`src/hdl/fspa_pkg.sv`:
```
package fspa_pkg;

    // fixed field widths
    localparam int OFF_W      = 14;
    localparam int NUM_W      = 8;
    localparam int USED_W     = 9;
    localparam int STATUS_W   = 2;
    localparam int SB_W       = 13;
    localparam int SPB_W      = 7;
    localparam int NB_W       = 3;
    localparam int CFG_IDX_W  = 2;
    localparam int CFG_DATA_W = 13;
    localparam int S_DATA_W   = 16;
    localparam int M_DATA_W   = 40;

    // register reset values
    localparam logic [SB_W-1:0]  SLOT_BYTES_RST      = 13'd16;
    localparam logic [SPB_W-1:0] SLOTS_PER_BLOCK_RST = 7'd64;
    localparam logic [NB_W-1:0]  BLOCKS_IN_USE_RST   = 3'd4;

    // configuration register indexes
    typedef enum logic [CFG_IDX_W-1:0] {
        CFG_SLOT_BYTES      = 2'd0,
        CFG_SLOTS_PER_BLOCK = 2'd1,
        CFG_BLOCKS_IN_USE   = 2'd2
    } t_cfg_index;

    // result status codes
    typedef enum logic [STATUS_W-1:0] {
        ST_OK    = 2'd0,
        ST_FULL  = 2'd1,
        ST_RANGE = 2'd2,
        ST_FREE  = 2'd3
    } t_status;

    // request kinds
    typedef enum logic {
        REQ_ALLOC = 1'b0,
        REQ_FREE  = 1'b1
    } t_req;

    // controller states
    typedef enum logic [3:0] {
        S_CLEAR,
        S_IDLE,
        S_A_READ,
        S_A_CHECK,
        S_F_DIV1,
        S_F_DIV2,
        S_F_READ,
        S_F_UPD,
        S_MUL,
        S_DONE
    } t_state;

    // controller to datapath commands
    typedef struct packed {
        logic    load;
        logic    clr;
        logic    rd;
        logic    blk_inc;
        logic    alloc_set;
        logic    div_step;
        logic    div_slot;
        logic    free_latch;
        logic    free_upd;
        logic    mul;
        logic    out_load;
        t_status out_status;
    } t_dp_cmd;

    // datapath to controller status
    typedef struct packed {
        logic blk_last;
        logic blk_ge_nb;
        logic slot_found;
        logic div_done;
        logic range_bad;
        logic bit_set;
        logic out_busy;
    } t_dp_stat;

endpackage

```
`src/hdl/fixed_slot_pool_allocator_core.sv`:
```
// Fixed-size slot allocator over a chain of equal blocks. An allocate request
// scans blocks in order, each block looked at by a row read, then a check
// of the block's count and a first-free search of its used bits; its result
// is loaded into the output register once a block with a free slot is found
// or the blocks in use run out (a full pool looks at every block in use). A
// free request finds its block by comparing the offset against the block
// boundaries, then divides the offset within the block by the slot size with a
// serial divider that yields one quotient bit per cycle (14 steps): its result
// is loaded after the row update, or straight after the divide for an offset
// outside the pool. The next request is taken in the cycle after a result is
// loaded, and a result that is ready stalls while the output register still
// holds one not yet taken. After reset the used rows are cleared one row per
// cycle, all MAX_BLOCKS of them, with no request taken (configuration writes
// are taken). Errors (pool full, offset outside the pool, slot already free)
// report a status and change nothing.
module fixed_slot_pool_allocator_core #(
    parameter int BLOCK_BYTES         = 4096,
    parameter int MAX_BLOCKS          = 4,
    parameter int MAX_SLOTS_PER_BLOCK = 64
) (
    input  logic                            i_clk,
    input  logic                            i_rst_n,
    // request stream
    input  logic                            s_axis_tvalid,
    output logic                            s_axis_tready,
    input  logic [fspa_pkg::S_DATA_W-1:0]   s_axis_tdata,   // free_offset[13:0], zero pad
    input  logic                            s_axis_tuser,   // req_type
    // result stream
    output logic                            m_axis_tvalid,
    input  logic                            m_axis_tready,
    output logic [fspa_pkg::M_DATA_W-1:0]   m_axis_tdata,   // slot_offset[13:0],
                                                            // slot_number[21:14],
                                                            // used_slots[30:22],
                                                            // total_slots[39:31]
    output logic [fspa_pkg::STATUS_W-1:0]   m_axis_tuser,   // status
    // configuration writes
    input  logic                            i_cfg_valid,
    output logic                            o_cfg_ready,
    input  logic [fspa_pkg::CFG_IDX_W-1:0]  i_cfg_index,
    input  logic [fspa_pkg::CFG_DATA_W-1:0] i_cfg_data
);
    import fspa_pkg::*;

    t_dp_cmd            w_cmd;
    t_dp_stat           w_stat;
    logic [OFF_W-1:0]   w_slot_offset;
    logic [NUM_W-1:0]   w_slot_number;
    logic [USED_W-1:0]  w_used_slots;
    logic [USED_W-1:0]  w_total_slots;

    // configuration is always taken
    assign o_cfg_ready = 1'b1;

    // sequencer
    fspa_ctrl u_ctrl (
        .i_clk      (i_clk),
        .i_rst_n    (i_rst_n),
        .i_in_valid (s_axis_tvalid),
        .i_req_type (s_axis_tuser),
        .o_in_ready (s_axis_tready),
        .i_stat     (w_stat),
        .o_cmd      (w_cmd)
    );

    // storage, divider and result registers
    fspa_dp #(
        .BLOCK_BYTES         (BLOCK_BYTES),
        .MAX_BLOCKS          (MAX_BLOCKS),
        .MAX_SLOTS_PER_BLOCK (MAX_SLOTS_PER_BLOCK)
    ) u_dp (
        .i_clk         (i_clk),
        .i_rst_n       (i_rst_n),
        .i_cmd         (w_cmd),
        .o_stat        (w_stat),
        .i_cfg_valid   (i_cfg_valid),
        .i_cfg_index   (i_cfg_index),
        .i_cfg_data    (i_cfg_data),
        .i_free_offset (s_axis_tdata[OFF_W-1:0]),
        .o_out_valid   (m_axis_tvalid),
        .i_out_ready   (m_axis_tready),
        .o_slot_offset (w_slot_offset),
        .o_slot_number (w_slot_number),
        .o_status      (m_axis_tuser),
        .o_used_slots  (w_used_slots),
        .o_total_slots (w_total_slots)
    );

    // result packing
    assign m_axis_tdata = {w_total_slots, w_used_slots, w_slot_number, w_slot_offset};

endmodule

```
`src/hdl/fspa_dp.sv`:
```
module fspa_dp #(
    parameter int BLOCK_BYTES         = 4096,
    parameter int MAX_BLOCKS          = 4,
    parameter int MAX_SLOTS_PER_BLOCK = 64
) (
    input  logic                                i_clk,
    input  logic                                i_rst_n,
    input  fspa_pkg::t_dp_cmd                   i_cmd,
    output fspa_pkg::t_dp_stat                  o_stat,
    input  logic                                i_cfg_valid,
    input  logic [fspa_pkg::CFG_IDX_W-1:0]      i_cfg_index,
    input  logic [fspa_pkg::CFG_DATA_W-1:0]     i_cfg_data,
    input  logic [fspa_pkg::OFF_W-1:0]          i_free_offset,
    output logic                                o_out_valid,
    input  logic                                i_out_ready,
    output logic [fspa_pkg::OFF_W-1:0]          o_slot_offset,
    output logic [fspa_pkg::NUM_W-1:0]          o_slot_number,
    output logic [fspa_pkg::STATUS_W-1:0]       o_status,
    output logic [fspa_pkg::USED_W-1:0]         o_used_slots,
    output logic [fspa_pkg::USED_W-1:0]         o_total_slots
);
    import fspa_pkg::*;

    localparam int BLK_W = (MAX_BLOCKS > 1) ? $clog2(MAX_BLOCKS) : 1;
    localparam int BKC_W = $clog2(MAX_BLOCKS + 1);
    localparam int SLT_W = (MAX_SLOTS_PER_BLOCK > 1) ? $clog2(MAX_SLOTS_PER_BLOCK) : 1;
    localparam int CNT_W = $clog2(MAX_SLOTS_PER_BLOCK + 1);
    localparam int SCW   = (SLT_W + 1 > SPB_W) ? SLT_W + 1 : SPB_W;
    localparam int NBW   = (BKC_W > NB_W) ? BKC_W : NB_W;
    localparam int ROW_W = MAX_SLOTS_PER_BLOCK + CNT_W;
    localparam int DVS_W = SB_W;
    localparam int CMP_W = (OFF_W + 1 > DVS_W) ? OFF_W + 1 : DVS_W;
    localparam int DCN_W = $clog2(OFF_W + 1);
    localparam int PRD_W = SLT_W + SB_W;

    // configuration registers
    logic [SB_W-1:0]  r_slot_bytes;
    logic [SPB_W-1:0] r_slots_per_block;
    logic [NB_W-1:0]  r_blocks_in_use;

    always_ff @(posedge i_clk) begin
        if (!i_rst_n) begin
            r_slot_bytes      <= SLOT_BYTES_RST;
            r_slots_per_block <= SLOTS_PER_BLOCK_RST;
            r_blocks_in_use   <= BLOCKS_IN_USE_RST;
        end else if (i_cfg_valid) begin
            case (i_cfg_index)
                CFG_SLOT_BYTES:      r_slot_bytes      <= i_cfg_data[SB_W-1:0];
                CFG_SLOTS_PER_BLOCK: r_slots_per_block <= i_cfg_data[SPB_W-1:0];
                CFG_BLOCKS_IN_USE:   r_blocks_in_use   <= i_cfg_data[NB_W-1:0];
                default: ;
            endcase
        end
    end

    // effective geometry after clamping
    logic [SB_W-1:0]      w_eff_sb;
    logic [SCW-1:0]       w_eff_spb;
    logic [NBW-1:0]       w_eff_nb;
    logic [SCW+NBW-1:0]   w_total;

    always_comb begin
        w_eff_sb  = (r_slot_bytes == '0) ? SB_W'(1) : r_slot_bytes;
        w_eff_spb = (SCW'(r_slots_per_block) > SCW'(MAX_SLOTS_PER_BLOCK))
                    ? SCW'(MAX_SLOTS_PER_BLOCK) : SCW'(r_slots_per_block);
        w_eff_nb  = (NBW'(r_blocks_in_use) > NBW'(MAX_BLOCKS))
                    ? NBW'(MAX_BLOCKS) : NBW'(r_blocks_in_use);
        w_total   = (SCW+NBW)'(w_eff_spb) * (SCW+NBW)'(w_eff_nb);
    end

    // block pointer, request offset, pool count
    logic [BKC_W-1:0]  r_blk;
    logic [SLT_W-1:0]  r_slot;
    logic [OFF_W-1:0]  r_off;
    logic [USED_W-1:0] r_pool;

    // row memory: used bits in the low part, slots-in-use count on top
    logic [ROW_W-1:0]  r_mem [MAX_BLOCKS];
    logic [ROW_W-1:0]  r_row;
    logic [BLK_W-1:0]  w_addr;
    logic              w_we;
    logic [ROW_W-1:0]  w_wdata;

    logic [MAX_SLOTS_PER_BLOCK-1:0] w_bits;
    logic [CNT_W-1:0]               w_cnt;
    logic                           w_any_free;
    logic [SLT_W-1:0]               w_free_idx;
    logic                           w_cnt_ok;
    logic                           w_bit_set;
    logic [SLT_W-1:0]               w_sel_slot;
    logic [MAX_SLOTS_PER_BLOCK-1:0] w_onehot;

    assign w_addr = r_blk[BLK_W-1:0];
    assign w_bits = r_row[MAX_SLOTS_PER_BLOCK-1:0];
    assign w_cnt  = r_row[ROW_W-1:MAX_SLOTS_PER_BLOCK];

    // first free slot below the effective slot count
    always_comb begin
        w_any_free = 1'b0;
        w_free_idx = '0;
        for (int i = MAX_SLOTS_PER_BLOCK - 1; i >= 0; i--) begin
            if ((SCW'(i) < w_eff_spb) && !w_bits[i]) begin
                w_any_free = 1'b1;
                w_free_idx = SLT_W'(i);
            end
        end
    end

    assign w_cnt_ok   = SCW'(w_cnt) < w_eff_spb;
    assign w_bit_set  = w_bits[r_slot];
    assign w_sel_slot = i_cmd.alloc_set ? w_free_idx : r_slot;
    assign w_onehot   = MAX_SLOTS_PER_BLOCK'(1) << w_sel_slot;

    // row write: clear pass, allocate set, free clear
    always_comb begin
        w_we    = 1'b0;
        w_wdata = '0;
        if (i_cmd.clr) begin
            w_we    = 1'b1;
            w_wdata = '0;
        end else if (i_cmd.alloc_set) begin
            w_we    = 1'b1;
            w_wdata = {w_cnt + CNT_W'(1), w_bits | w_onehot};
        end else if (i_cmd.free_upd && w_bit_set) begin
            w_we    = 1'b1;
            w_wdata = {(w_cnt != '0) ? w_cnt - CNT_W'(1) : w_cnt, w_bits & ~w_onehot};
        end
    end

    always_ff @(posedge i_clk) begin
        if (w_we) begin
            r_mem[w_addr] <= w_wdata;
        end
        if (i_cmd.rd) begin
            r_row <= r_mem[w_addr];
        end
    end

    // block number and offset within the block by comparing to block boundaries
    logic [BKC_W-1:0] w_blk_q;
    logic [OFF_W-1:0] w_within;

    always_comb begin
        w_blk_q  = '0;
        w_within = r_off;
        for (int k = 1; k <= MAX_BLOCKS; k++) begin
            if (32'(r_off) >= 32'(k * BLOCK_BYTES)) begin
                w_blk_q  = BKC_W'(k);
                w_within = OFF_W'(32'(r_off) - 32'(k * BLOCK_BYTES));
            end
        end
    end

    // serial restoring divider by the slot size, one quotient bit per cycle
    logic [OFF_W-1:0] r_dvd;
    logic [DVS_W-1:0] r_dvs;
    logic [OFF_W-1:0] r_rem;
    logic [OFF_W-1:0] r_quo;
    logic [OFF_W-1:0] r_bq;
    logic [DCN_W-1:0] r_dcnt;
    logic [OFF_W:0]   w_trial;
    logic             w_ge;
    logic [CMP_W-1:0] w_diff;

    assign w_trial = {r_rem, r_dvd[OFF_W-1]};
    assign w_ge    = CMP_W'(w_trial) >= CMP_W'(r_dvs);
    assign w_diff  = CMP_W'(w_trial) - CMP_W'(r_dvs);

    always_ff @(posedge i_clk) begin
        if (i_cmd.div_slot) begin
            r_bq   <= OFF_W'(w_blk_q);
            r_dvd  <= w_within;
            r_dvs  <= w_eff_sb;
            r_rem  <= '0;
            r_dcnt <= DCN_W'(OFF_W);
        end else if (i_cmd.div_step) begin
            r_rem  <= w_ge ? w_diff[OFF_W-1:0] : w_trial[OFF_W-1:0];
            r_quo  <= {r_quo[OFF_W-2:0], w_ge};
            r_dvd  <= {r_dvd[OFF_W-2:0], 1'b0};
            r_dcnt <= r_dcnt - DCN_W'(1);
        end
    end

    // block pointer and slot register
    always_ff @(posedge i_clk) begin
        if (!i_rst_n) begin
            r_blk <= '0;
        end else if (i_cmd.load) begin
            r_blk <= '0;
        end else if (i_cmd.clr || i_cmd.blk_inc) begin
            r_blk <= r_blk + BKC_W'(1);
        end else if (i_cmd.free_latch) begin
            r_blk <= r_bq[BKC_W-1:0];
        end
    end

    always_ff @(posedge i_clk) begin
        if (i_cmd.load) begin
            r_off <= i_free_offset;
        end
        if (i_cmd.alloc_set) begin
            r_slot <= w_free_idx;
        end else if (i_cmd.free_latch) begin
            r_slot <= r_quo[SLT_W-1:0];
        end
    end

    // pool-wide slots in use
    always_ff @(posedge i_clk) begin
        if (!i_rst_n) begin
            r_pool <= '0;
        end else if (i_cmd.alloc_set) begin
            r_pool <= r_pool + USED_W'(1);
        end else if (i_cmd.free_upd && w_bit_set && (r_pool != '0)) begin
            r_pool <= r_pool - USED_W'(1);
        end
    end

    // offset and slot number products
    logic [OFF_W-1:0] r_prod;
    logic [OFF_W-1:0] r_base;
    logic [NUM_W-1:0] r_num;
    logic [PRD_W-1:0] w_prod;

    assign w_prod = PRD_W'(r_slot) * PRD_W'(w_eff_sb);

    always_ff @(posedge i_clk) begin
        if (i_cmd.mul) begin
            r_prod <= w_prod[OFF_W-1:0];
            r_base <= OFF_W'(r_blk * BLOCK_BYTES);
            r_num  <= NUM_W'(r_blk * MAX_SLOTS_PER_BLOCK + r_slot);
        end
    end

    // output register
    logic                r_out_valid;
    logic [OFF_W-1:0]    r_out_offset;
    logic [NUM_W-1:0]    r_out_number;
    t_status             r_out_status;
    logic [USED_W-1:0]   r_out_used;
    logic [USED_W-1:0]   r_out_total;

    always_ff @(posedge i_clk) begin
        if (!i_rst_n) begin
            r_out_valid <= 1'b0;
        end else if (i_cmd.out_load) begin
            r_out_valid <= 1'b1;
        end else if (i_out_ready) begin
            r_out_valid <= 1'b0;
        end
    end

    always_ff @(posedge i_clk) begin
        if (i_cmd.out_load) begin
            r_out_status <= i_cmd.out_status;
            r_out_used   <= r_pool;
            r_out_total  <= w_total[USED_W-1:0];
            case (i_cmd.out_status)
                ST_FULL: begin
                    r_out_offset <= '0;
                    r_out_number <= '0;
                end
                ST_RANGE: begin
                    r_out_offset <= r_off;
                    r_out_number <= '0;
                end
                default: begin
                    r_out_offset <= r_base + r_prod;
                    r_out_number <= r_num;
                end
            endcase
        end
    end

    assign o_out_valid   = r_out_valid;
    assign o_slot_offset = r_out_offset;
    assign o_slot_number = r_out_number;
    assign o_status      = r_out_status;
    assign o_used_slots  = r_out_used;
    assign o_total_slots = r_out_total;

    // status to controller
    always_comb begin
        o_stat.blk_last   = r_blk == BKC_W'(MAX_BLOCKS - 1);
        o_stat.blk_ge_nb  = NBW'(r_blk) >= w_eff_nb;
        o_stat.slot_found = w_cnt_ok && w_any_free;
        o_stat.div_done   = r_dcnt == '0;
        o_stat.range_bad  = (r_bq >= OFF_W'(w_eff_nb)) || (r_quo >= OFF_W'(w_eff_spb));
        o_stat.bit_set    = w_bit_set;
        o_stat.out_busy   = r_out_valid && !i_out_ready;
    end

endmodule

```
`src/hdl/fspa_ctrl.sv`:
```
module fspa_ctrl (
    input  logic               i_clk,
    input  logic               i_rst_n,
    input  logic               i_in_valid,
    input  logic               i_req_type,
    output logic               o_in_ready,
    input  fspa_pkg::t_dp_stat i_stat,
    output fspa_pkg::t_dp_cmd  o_cmd
);
    import fspa_pkg::*;

    t_state  r_state;
    t_state  n_state;
    t_status r_status;
    t_status n_status;

    // state and result status registers
    always_ff @(posedge i_clk) begin
        if (!i_rst_n) begin
            r_state  <= S_CLEAR;
            r_status <= ST_OK;
        end else begin
            r_state  <= n_state;
            r_status <= n_status;
        end
    end

    // next state and commands
    always_comb begin
        n_state          = r_state;
        n_status         = r_status;
        o_in_ready       = 1'b0;
        o_cmd            = '0;
        o_cmd.out_status = r_status;
        case (r_state)
            S_CLEAR: begin
                o_cmd.clr = 1'b1;
                if (i_stat.blk_last) begin
                    n_state = S_IDLE;
                end
            end
            S_IDLE: begin
                o_in_ready = 1'b1;
                if (i_in_valid) begin
                    o_cmd.load = 1'b1;
                    n_state    = (i_req_type == REQ_FREE) ? S_F_DIV1 : S_A_READ;
                end
            end
            S_A_READ: begin
                if (i_stat.blk_ge_nb) begin
                    n_status = ST_FULL;
                    n_state  = S_DONE;
                end else begin
                    o_cmd.rd = 1'b1;
                    n_state  = S_A_CHECK;
                end
            end
            S_A_CHECK: begin
                if (i_stat.slot_found) begin
                    o_cmd.alloc_set = 1'b1;
                    n_status        = ST_OK;
                    n_state         = S_MUL;
                end else begin
                    o_cmd.blk_inc = 1'b1;
                    n_state       = S_A_READ;
                end
            end
            S_F_DIV1: begin
                o_cmd.div_slot = 1'b1;
                n_state        = S_F_DIV2;
            end
            S_F_DIV2: begin
                if (!i_stat.div_done) begin
                    o_cmd.div_step = 1'b1;
                end else if (i_stat.range_bad) begin
                    n_status = ST_RANGE;
                    n_state  = S_DONE;
                end else begin
                    o_cmd.free_latch = 1'b1;
                    n_state          = S_F_READ;
                end
            end
            S_F_READ: begin
                o_cmd.rd = 1'b1;
                n_state  = S_F_UPD;
            end
            S_F_UPD: begin
                o_cmd.free_upd = 1'b1;
                n_status       = i_stat.bit_set ? ST_OK : ST_FREE;
                n_state        = S_MUL;
            end
            S_MUL: begin
                o_cmd.mul = 1'b1;
                n_state   = S_DONE;
            end
            S_DONE: begin
                if (!i_stat.out_busy) begin
                    o_cmd.out_load = 1'b1;
                    n_state        = S_IDLE;
                end
            end
            default: begin
                n_state = S_IDLE;
            end
        endcase
    end

endmodule
```
`config.mk`:
```
export PLATFORM = sky130hd
export DESIGN_NAME = fixed_slot_pool_allocator_core
export DESIGN_NICKNAME = d
export VERILOG_FILES = /design/src/hdl/fspa_pkg.sv /design/src/hdl/fixed_slot_pool_allocator_core.sv /design/src/hdl/fspa_dp.sv /design/src/hdl/fspa_ctrl.sv
export SDC_FILE = /design/constraint.sdc
export NUM_CORES = 1
export LEC_CHECK = 0
export ABC_CLOCK_PERIOD_IN_PS = 10200
export BUFFER_PORTS_ARGS = -buffer_cell sky130_fd_sc_hd__buf_4
export CAP_MARGIN = 20
export CORE_MARGIN = 2
export CORE_UTILIZATION = 62
export DETAILED_ROUTE_END_ITERATION = 12
export PLACE_DENSITY_LB_ADDON = 0.3
export SYNTH_ARGS = -nofsm -noshare
export SYNTH_HDL_FRONTEND = slang
export SYNTH_HIERARCHICAL = 1
export SYNTH_SLANG_ARGS = --single-unit
export TNS_END_PERCENT = 30
```
`constraint.sdc`:
```
create_clock -name i_clk -period 10.2 [get_ports i_clk]
set_clock_uncertainty 0.2 [all_clocks]
set_input_delay 1.02 -clock i_clk [delete_from_list [all_inputs] [get_ports i_clk]]
set_output_delay 1.02 -clock i_clk [all_outputs]
set_load 0.01 [all_outputs]
```
; ---- Word level (Yosys, flattened, before mapping)
; Memories as Yosys holds them, arrays and structs flattened. A register that Yosys moved wholly into a read port is not among the register bits.
; Cells that the tools add are included.
[totals]
memories = 1
word_cells = 492
output_inout_bits = 45
mem_bits_rw = 284
reg_bits = 190
in_bits = 37
[memory_table]
columns = memory, depth, word_bits, read_ports, rd_clocked_by_memory_dff, wr, line_no
row1 = u_dp.r_mem, 4, 71, 1, 1, 1, fspa_dp.sv:78  ; logic [ROW_W-1:0] r_mem [MAX_BLOCKS];
[classes]
eq_ne = 21
bitwise = 5
reduce_logical = 156
order_cmp = 75
n_shift = 1
multipliers = 2
n_addsub = 12
muxes = 194
[ops]
columns = cell, n
row1 = 2-to-1 mux 6 bit, 67
row2 = "less-than comparator 6 x 7 -> 1 bit, first input constant", 32
row3 = 2-to-1 mux 71 bit, 3
row4 = "less-than comparator 5 x 7 -> 1 bit, first input constant", 16
row5 = 2-to-1 mux 1 bit, 91
row6 = 2-to-1 mux 14 bit, 6
row7 = logical AND 1 bit, 68
row8 = logical NOT 1 bit, 65
row9 = AND 64 bit, 1
row10 = inverter 64 bit, 1
row11 = bitwise OR 64 bit, 1
row12 = "<< shifter 1 x 6 -> 64 bit, first input constant", 1
row13 = "less-than comparator 4 x 7 -> 1 bit, first input constant", 8
row14 = one-hot mux 4 bit (10 select lines), 1
row15 = "greater-or-equal comparator 14 bit, second input constant", 2
row16 = "less-than comparator 3 x 7 -> 1 bit, first input constant", 4
row17 = 2-to-1 mux 4 bit, 7
row18 = one-hot mux 14 bit (2 select lines), 1
row19 = "subtractor 14 bit, second input constant", 2
row20 = 2-to-1 mux 9 bit, 2
row21 = "equality test 4 x 3 -> 1 bit, second input constant", 4
row22 = greater-or-equal comparator 15 x 13 -> 1 bit, 1
row23 = adder 14 bit, 1
row24 = "greater-or-equal comparator 14 x 13 -> 1 bit, second input constant", 1
row25 = other kinds (47), 80

; ---- Logic depth before layout (Yosys ltp)
[depth]
depth_word = 78
depth_mapped = 28

; ---- Modules after synthesis
; The synthesis kept the hierarchy.
[by_module_without_submodules]
columns = module, seq_area_each_um2, n_inst, cells_per_inst, area_each_um2
row1 = fspa_dp, 15554.9, 1, 2083, 27148.5
row2 = fspa_ctrl, 120.1, 1, 79, 614.3
row3 = fixed_slot_pool_allocator_core, 0.0, 1, 2, 11.3

; ---- Least setup slack after synthesis
; No wires, ideal clock.
[synth_timing]
kind = flip-flop to flip-flop
startpoint = register u_dp.r_blk[0]
endpoint = register u_dp.r_row[0], read port of u_dp.r_mem (enable)
setup_slack_ps = 2300
arrival_time_ps = 7112
path_stages_with_launch = 10
setup_time_ps = 587
path_cell_list = dfxtp_1 clkbuf_1 buf_1 inv_1 ha_1 nand2b_1 a21o_1 a21o_1 and2b_1 nor3_1
[synth_lines]
columns = item, line_no
row1 = "start, declared", fspa_dp.sv:72  ; logic [BKC_W-1:0] r_blk;
row2 = "start signal, assigned", fspa_dp.sv:191  ; r_blk <= r_blk + BKC_W'(1);
row3 = "start signal, assigned", fspa_dp.sv:193  ; r_blk <= r_bq[BKC_W-1:0];
row4 = "end, declared", fspa_dp.sv:79  ; logic [ROW_W-1:0] r_row;

==> run summary <==
placed insts: 2739
# setup viols final: 0
CP Launch Type: flip-flop
ys async rst share: 0
worst-path cell chain: nand4b_1, a21o_1, o22ai_1, a211oi_1, nor4b_2, a221oi_1, and3_1, buf_4, inv_1, nor3_1, nand3_1, or4_4, or4_4, nor2_2, nand2_1, o21ai_1
drt wl/cell: 24.69 um
Final Hold Fails: 0
Crit path largest cell delay: 1010 ps
Crit Path Max Fanout: 24
setup bufs post-CTS: 0
Post-Route WL: 70.16 mm
cts repair resizes: 0
top cells by area, synth: edfxtp_1, mux4_2, dfxtp_1, ha_1, fa_1
post-DP HPWL: 46.91 mm
antenna violations before repair: 0
hold_sp: u_dp/r_quo[11]
sw power: 1.324 mW
achievable clock frequency: 129.5 MHz
clk buf depth: 3
Finished Core Util: 0.6976
die width: 215.7 um
H-tree depth: 2
Relative slew margins: 0.2566
register area share after synthesis: 0.5644
Core ar.: 44220 um^2
Max stage delay cell, worst path: dfxtp_1
Total Power: 5.722 mW
IO Pins: 82
setup tns final: 0 ps
unrepaired setup endpoints after global routing: no
leakage: 10.91 nW
internal power: 4.398 mW
Worst-path clk slew: 60 ps
Syn Nets: 2322
Ant. Diodes: 0
Worst R2R Start: u_dp/r_slots_per_block[2]
FF+latch count, synth: 542
CP required: 10380 ps
synthesized instance count: 2164
critical path arrival: 7900 ps
Hold/Removal Path Class: reg -> reg
Final nets: 2363
DRC: 0
vias in the first global route: 18564
minimum clock period: 7724 ps
Cell variety after synth: 106
critical path's most frequent cell: or4_4
crit path from: u_dp/r_slots_per_block[2]
status: finished, final reports clean
grt total ovfl: 0
switching power share of the total: 0.2313
clk root buf: clkbuf_16
first-pass GRT wire length: 108.0 mm
most frequent cells after synthesis: edfxtp_1, nand2_1, inv_1, a21oi_1, nor2_1
power share of the clock group: 0.385
critical path endpoint category: flip-flop
Flop pwr share: 0.501
fraction of layout cells with a size suffix above 1: 0.1569
Comb pwr share: 0.114
row count: 77
R2R setup slack: 2480 ps
via density per instance: 6.613
Tcrit/Tclk final: 0.7572
PortBufs: 78
Syn Std Cell Area: 27770 um^2
RD Place Congestion: 0.9461
CTS hold repair buffers: 0
largest net degree at the start of global routing: 68
CP Class: reg -> reg
1st-pass router iterations: 8
vias: 18793
Synth top area share: 0.5211
CTS Buf Count: 55
peak supply drop: 0.0002454 V
Worst Hold Slack: 251.4 ps
fillers: 2896
Routed Antenna Nets: 0
total clock sinks: 542
Avg Inst Size Synth: 12.83 um^2
Most used DFF post-synth: edfxtp_1
die height: 215.7 um
Slew @ Worst Pin: 1115 ps
warnings from Yosys: 6
largest area contributor in the netlist: edfxtp_1
pwr dens: 185.5 nW/um^2
worst-skew pair later-pin latency: 620 ps
gr usage total: 0.3038
count leader, synth: edfxtp_1
CTS tree: built
Initial Util: 0.6281
die area: 46510 um^2
area growth from synthesis to layout: 11.06%
max-cap viol count: 0
EDFF count, synth: 482
Max Slew Vio Count: 0
DR iter-0 viols: 2254
final instance count without filler cells: 2842
==> critical path, delay by kind of cell (launching register included) <==
family | cells | cell delay, ps
AOI/OAI and AO/OA | 5 | 2160
and+or+nand+nor | 9 | 3700
DFF | 1 | 1010
buffers and inverters | 2 | 410
==> through the flow <==
stage                     area [um^2]  setup WS [ps]
after global placement          28830           2888
after global routing            30850           2045
after CTS                       30840           2591
after detailed placement        28830           2673
final                           30850           2476
after floorplan                 27770           2300
==> registers in the layout, indices dropped and copies added (netlist names), 13 cells and up <==
name                cells
u_dp/r_mem            284
u_dp/r_dvd             14
u_dp/o_slot_offset     14
u_dp/r_slot_bytes      13
u_dp/r_quo             14
u_dp/r_dvs             13
u_dp/r_row             71
u_dp/r_rem             14
u_dp/r_prod            14
u_dp/r_off             14
==> power by group through the flow <==
stage | clock network, mW | registers (mW) | logic (mW)
5_1_grt | 2.32 | 2.89 | 0.702
2_1_floorplan | 0 | 2.87 | 0.497
3_5_place_dp | 0 | 2.91 | 0.657
6_report | 2.20 | 2.87 | 0.650
4_1_cts | 2.23 | 2.87 | 0.660
3_3_place_gp | 0 | 2.88 | 0.641
==> worst paths after layout <==
kind / cells past startpoint / to
hold / removal: 0 / u_dp/r_quo[12]
setup / recovery: 16 / u_dp/r_mem[0][59]
hold reg to reg: 0 / u_dp/r_quo[12]
setup reg to reg: 16 / u_dp/r_mem[0][59]
==> metal layers <==
metal  vias to the layer above  track usage  part of all wire
met5                         -            0                 0
met2                      1037       0.4971              0.48
met4                         0       0.1262             0.040
li1                       8289            -                 -
met3                       193      0.04722             0.089
met1                      9274       0.4101              0.39
==> area by class of cell <==
type | count | area [um^2] | area share
Inverter | 116 | 435.4 | 0.01412
Tap cell | 592 | 740.7 | 0.02401
Multi-Input combinational cell | 1379 | 11150 | 0.3614
Clock inverter | 38 | 565.5 | 0.01833
Clock buffer | 64 | 1441 | 0.04673
Timing Repair Buffer | 111 | 833.3 | 0.02701
Sequential cell | 542 | 15680 | 0.5084
==> cell usage in the layout, fill, tap and decap left out, drive strengths merged, types with 25 or more instances in the layout <==
cell and instances:
edfxtp 482, nand2 206, inv 116, buf 111
o21ai 108, a21oi 96, nor2 89, mux4 79
ha 76, clkbuf 64, dfxtp 60, nor2b 46
fa 45, xnor2 44, mux2i 36, o211ai 36
nor3 33, a21o 32, nand3 30, and2 29
a211oi 25
==> logic make-up (layout without fill, tap and decap cells) <==
group,Yosys count,after routing,share of synthesized area
AO/OA/AOI/OAI,497,497,0.1237
XOR/XNOR,54,54,0.01703
adder cells (fa/ha/maj),121,121,0.06667
buffers and inverters,243,329,0.03676
flip-flops,542,542,0.5644
multiplexers,126,126,0.08149
other,1,1,0.0001350
AND/OR/NAND/NOR,580,580,0.1099
Note: power is estimated with default switching activity, not from simulation.
